<file path="src/rtl/sha_pkg.sv">
package sha_pkg;

   localparam int WordWidth = 32;
   localparam int QueueDepth = 4;
   localparam int ReqDataWidth = 16;
   localparam int RspDataWidth = 40;

   // one classified entry handed from front to back
   typedef struct packed {
      logic       has_data;
      logic [7:0] data_byte;
      logic       end_of_message;
   } item_type;

   typedef logic [WordWidth-1:0] word_type;

   function automatic word_type round_const(input logic [5:0] idx);
      word_type k [0:63];
      k = '{
         32'h428a2f98, 32'h71374491, 32'hb5c0fbcf, 32'he9b5dba5, 32'h3956c25b, 32'h59f111f1,
         32'h923f82a4, 32'hab1c5ed5, 32'hd807aa98, 32'h12835b01, 32'h243185be, 32'h550c7dc3,
         32'h72be5d74, 32'h80deb1fe, 32'h9bdc06a7, 32'hc19bf174, 32'he49b69c1, 32'hefbe4786,
         32'h0fc19dc6, 32'h240ca1cc, 32'h2de92c6f, 32'h4a7484aa, 32'h5cb0a9dc, 32'h76f988da,
         32'h983e5152, 32'ha831c66d, 32'hb00327c8, 32'hbf597fc7, 32'hc6e00bf3, 32'hd5a79147,
         32'h06ca6351, 32'h14292967, 32'h27b70a85, 32'h2e1b2138, 32'h4d2c6dfc, 32'h53380d13,
         32'h650a7354, 32'h766a0abb, 32'h81c2c92e, 32'h92722c85, 32'ha2bfe8a1, 32'ha81a664b,
         32'hc24b8b70, 32'hc76c51a3, 32'hd192e819, 32'hd6990624, 32'hf40e3585, 32'h106aa070,
         32'h19a4c116, 32'h1e376c08, 32'h2748774c, 32'h34b0bcb5, 32'h391c0cb3, 32'h4ed8aa4a,
         32'h5b9cca4f, 32'h682e6ff3, 32'h748f82ee, 32'h78a5636f, 32'h84c87814, 32'h8cc70208,
         32'h90befffa, 32'ha4506ceb, 32'hbef9a3f7, 32'hc67178f2};
      return k[idx];
   endfunction

   function automatic word_type init_hash(input logic [2:0] idx);
      word_type h [0:7];
      h = '{32'h6a09e667, 32'hbb67ae85, 32'h3c6ef372, 32'ha54ff53a,
            32'h510e527f, 32'h9b05688c, 32'h1f83d9ab, 32'h5be0cd19};
      return h[idx];
   endfunction

   function automatic word_type rotr(input word_type x, input int n);
      return (x >> n) | (x << (32 - n));
   endfunction

endpackage

</file>
<file path="src/rtl/sha_queue.sv">
module sha_queue #(
   parameter int Depth = sha_pkg::QueueDepth
) (
   input  logic              clock,
   input  logic              reset,
   input  logic              push_valid,
   output logic              push_ready,
   input  sha_pkg::item_type push_item,
   output logic              pop_valid,
   input  logic              pop_ready,
   output sha_pkg::item_type pop_item
);
   import sha_pkg::*;

   localparam int PtrWidth = (Depth > 1) ? $clog2(Depth) : 1;

   item_type              slot_ff [Depth];
   logic [PtrWidth-1:0]   wr_ptr_ff, wr_ptr_in, rd_ptr_ff, rd_ptr_in;
   logic [PtrWidth:0]     count_ff, count_in;
   logic                  do_push, do_pop;

   assign push_ready = (count_ff != (PtrWidth+1)'(Depth));
   assign pop_valid  = (count_ff != '0);
   assign pop_item   = slot_ff[rd_ptr_ff];
   assign do_push    = push_valid && push_ready;
   assign do_pop     = pop_valid && pop_ready;

   always_comb begin
      wr_ptr_in = wr_ptr_ff;
      rd_ptr_in = rd_ptr_ff;
      count_in  = count_ff;
      if (do_push) begin
         wr_ptr_in = (wr_ptr_ff == PtrWidth'(Depth - 1)) ? '0 : wr_ptr_ff + 1'b1;
      end
      if (do_pop) begin
         rd_ptr_in = (rd_ptr_ff == PtrWidth'(Depth - 1)) ? '0 : rd_ptr_ff + 1'b1;
      end
      if (do_push && !do_pop) begin
         count_in = count_ff + 1'b1;
      end else if (do_pop && !do_push) begin
         count_in = count_ff - 1'b1;
      end
   end

   always_ff @(posedge clock) begin
      if (reset) begin
         wr_ptr_ff <= '0;
         rd_ptr_ff <= '0;
         count_ff  <= '0;
      end else begin
         wr_ptr_ff <= wr_ptr_in;
         rd_ptr_ff <= rd_ptr_in;
         count_ff  <= count_in;
      end
   end

   always_ff @(posedge clock) begin
      if (do_push) begin
         slot_ff[wr_ptr_ff] <= push_item;
      end
   end

endmodule

</file>
<file path="config.mk">
export PLATFORM = sky130hd
export DESIGN_NAME = sha_queue
export DESIGN_NICKNAME = d
export VERILOG_FILES = /design/src/rtl/sha_pkg.sv /design/src/rtl/sha_queue.sv
export SDC_FILE = /design/constraint.sdc
export NUM_CORES = 1
export LEC_CHECK = 0
export BUFFER_PORTS_ARGS = -buffer_cell sky130_fd_sc_hd__clkbuf_2
export CAP_MARGIN = 20
export CELL_PAD_IN_SITES_DETAIL_PLACEMENT = 1
export CELL_PAD_IN_SITES_GLOBAL_PLACEMENT = 2
export CORE_ASPECT_RATIO = 0.5
export CORE_MARGIN = 2
export CORE_UTILIZATION = 38
export DETAILED_ROUTE_END_ITERATION = 10
export PLACE_DENSITY_LB_ADDON = 0.25
export SETUP_SLACK_MARGIN = 0.5
export SLEW_MARGIN = 10
export SYNTH_ARGS = -nofsm -noshare
export SYNTH_HDL_FRONTEND = slang
export SYNTH_SLANG_ARGS = --single-unit
</file>
<file path="constraint.sdc">
create_clock -name clock -period 2.5 [get_ports clock]
set_clock_uncertainty 0.2 [all_clocks]
set_input_delay 0.5 -clock clock [delete_from_list [all_inputs] [get_ports clock]]
set_output_delay 0.5 -clock clock [all_outputs]
set_load 0.05 [all_outputs]
</file>
==> results.toml <==
[cts]
path_clk_slew_ns = 0.10
cts_max_path_buffers = 2
cts-root-buf = "clkbuf_8"
cts.sinks = 49
worstSkewPairLatency_ns = 0.31
cts_htree_levels = 2
cts_buffers = 5
cts_tree = "done"

[power_and_ir_drop]
power.internal_mw = 1.88
p_per_area_mw_per_mm2 = 1140
p_leak_nw = 0.919
peakVddDrop_mv = 0.773
p_comb_frac = 0.446
netSwitchingFraction = 0.349
clkPwrFrac = 0.169
power.switching_mw = 1.01
p_seq_frac = 0.384

[floorplanning]
die_area_sq_mm = 0.00567
core_sq_mm = 0.00489
initial_core_util = 0.393
num_rows = 18
fp.dieH_um = 54.3
io_pins = 26
die_w_um = 105

[yosys]
ys.flop_type = "edfxtp_1"
syn_nets = 121
synth_edf_count = 40
ys_seq_area_frac = 0.720
ys_async_sr_fraction = 0
yosysWarnings = 0
synthDistinctLibCells = 26
ys_ff_latch = 49
yosys.area.top_type = "edfxtp_1"
synth_cells = 100
synthesis.area_sq_mm = 0.00192
yosys-top-cells-area = "edfxtp_1, mux4_2, dfxtp_1"
synth_top_area_share = 0.626
syn_area_per_cell_sq_um = 19.2

[routing]
num_vias = 1002
drc = 0
viasPerCell = 4.77
drt_iter0_drc = 36
antenna_left = 0
finalWirelength_mm = 3.51
routedWlPerCell_um = 16.7
dr.pass1.iters = 4

[critical_path]
required_ns = 1.80
crit_end = "pop_item[9]"
critPathArrivalTime_ns = 1.56
reg2regPathDepth = 8
worstSetupPathType = "flop to output pin"
rr_startpoint = "count_ff[2]"
end_kind = "output pin"
critPathMaxFanout = 5
cp-start-kind = "flop"
r2r_setup_slack_ns = 0.30
r2r_end = "count_ff[2]"

[sta]
setup_viol = 0
slew-limit-headroom = 0.801
setup_tns_ns = 0
max_freq_mhz = 443
worst_pin_slew_ns = 0.299
period_share = 0.903
hold_viol_final = 0
rsz0062_at_grt = "true"
slew_viol_final = 0
min_period_ns = 2.26

[layout]
syn_to_final_growth_pct = 32.5
design_area_sq_mm = 0.00254
drive_above_1_share = 0.529
antenna_cells = 0
n_fill_cell = 468
final_nets = 160

[grt]
antenna_found_initial = 0
track_usage = 0.132
grt_pass1_wl_mm = 5.35
gr-total-overflow = 0
grt_pass1_vias = 1047
grt_max_degree = 18

[hold_path]
worstHoldPathCells = 1
min_path_type = "primary input to flop"

[placed_design]
portBuffers = 25
place_hpwl_mm = 2.07
gp_congestion = 0.744
dpl_cell_area_sq_mm = 0.00215

[run_status]
status = "complete, no violations"

[job]
cap_violations = 0
==> worst min-delay path by stage <==
| stage | slack, ns | end | startpoint |
|---|---|---|---|
| after floorplan | 0.26 | flop | rd_ptr_ff[0] |
| after global placement | 0.29 | rd_ptr_ff[0] | rd_ptr_ff[0] |
| after detailed placement | 0.30 | rd_ptr_ff[0] | rd_ptr_ff[0] |
| after CTS | 0.20 | slot_ff[2][2] | push_item[2] |
| after global routing | 0.21 | slot_ff[2][2] | push_item[2] |
| final | 0.21 | slot_ff[1][6] | push_item[6] |
==> stage by stage <==
stage / total power, mW / cells / worst slack, ns / utilization / hold WS (ns)
floorplan: 1.79 / 100 / 0.271 / - / 0.263
global placement: 1.96 / 192 / 0.279 / 0.440 / 0.291
detailed placement: 1.97 / 192 / 0.172 / 0.440 / 0.296
CTS: 2.79 / 206 / 0.245 / 0.508 / 0.198
global route: 3.01 / 210 / 0.191 / 0.520 / 0.208
finish: 2.89 / 210 / 0.242 / 0.520 / 0.209
==> cells by family after synthesis <==
logic type | synth area share
muxes | 0.133
DFF | 0.720
adders and majority gates | 0.0495
AOI/OAI and AO/OA | 0.0183
buffers and inverters | 0.0150
xor gates and xnor gates | 0.00913
and+or+nand+nor | 0.0554
==> critical path: stages (launching register included) <==
cell and delay [ns]:
dfxtp_4 0.40, buf_8 0.13, mux4_2 0.54, buf_8 0.17
==> layer usage <==
metal,track usage,part of all wire,routed length (um),vias to the layer above
met5,0,0,0,-
met4,0.0518,0.010,36,0
met1,0.150,0.43,1510,510
met3,0.0345,0.034,121,5
met2,0.253,0.52,1840,18
li1,-,-,-,469
==> cell usage in the layout, fill, tap and decap left out, types with 2 or more instances in the layout <==
| master | n |
|---|---|
| buf_4 | 7 |
| dfxtp_4 | 4 |
| clkinvlp_4 | 2 |
| mux4_2 | 10 |
| ha_1 | 5 |
| clkbuf_16 | 2 |
| mux2i_1 | 3 |
| clkbuf_8 | 5 |
| edfxtp_1 | 40 |
| nand2b_1 | 2 |
| inv_1 | 2 |
| nor2_1 | 3 |
| buf_8 | 11 |
| dfxtp_1 | 4 |
| clkbuf_2 | 13 |
| and3_2 | 4 |
| or3_4 | 2 |
==> cells in the mapped netlist (all sizes together), types with 2 or more instances <==
cell and number:
nor2 3, nand2b 2, mux4 10, dfxtp 9, buf 2, clkbuf 2, ha 6, xor2 2
o31ai 2, edfxtp 40, or3 3, a21oi 2, inv 3, mux2i 3, and3 4
==> timing repair <==
action / in CTS / in global routing
endpoints found under the setup margin: 14 / 14
resized for setup: 37 / 13
pin swaps: 3 / 4
buffers inserted: 5 / 4
cloned: 1 / 0
hold buffers: 0 / 0
==> power groups by stage <==
stage	clock, mW	sequential [mW]	combinational [mW]
final	0.489	1.11	1.29
after global routing	0.526	1.12	1.36
after CTS	0.497	1.11	1.18
after detailed placement	0	1.10	0.871
after global placement	0	1.09	0.867
after floorplan	0	1.07	0.719
==> state kept, by name, summed over array words and instances (netlist names), named ones only <==
name,cells
count_ff,3
rd_ptr_ff,2
slot_ff,40
wr_ptr_ff,2
==> cell type report <==
type | instances | area, sq um | share of cell area
clock inverters | 3 | 26.3 | 0.0103
clock buffers | 5 | 68.8 | 0.0271
well taps | 70 | 87.6 | 0.0344
multi-input cells | 44 | 559 | 0.220
inverters | 3 | 11.3 | 0.00443
repair buffers | 36 | 392 | 0.154
flip-flops and latches | 49 | 1400 | 0.550
No activity file was read; power rests on OpenSTA's default activity.
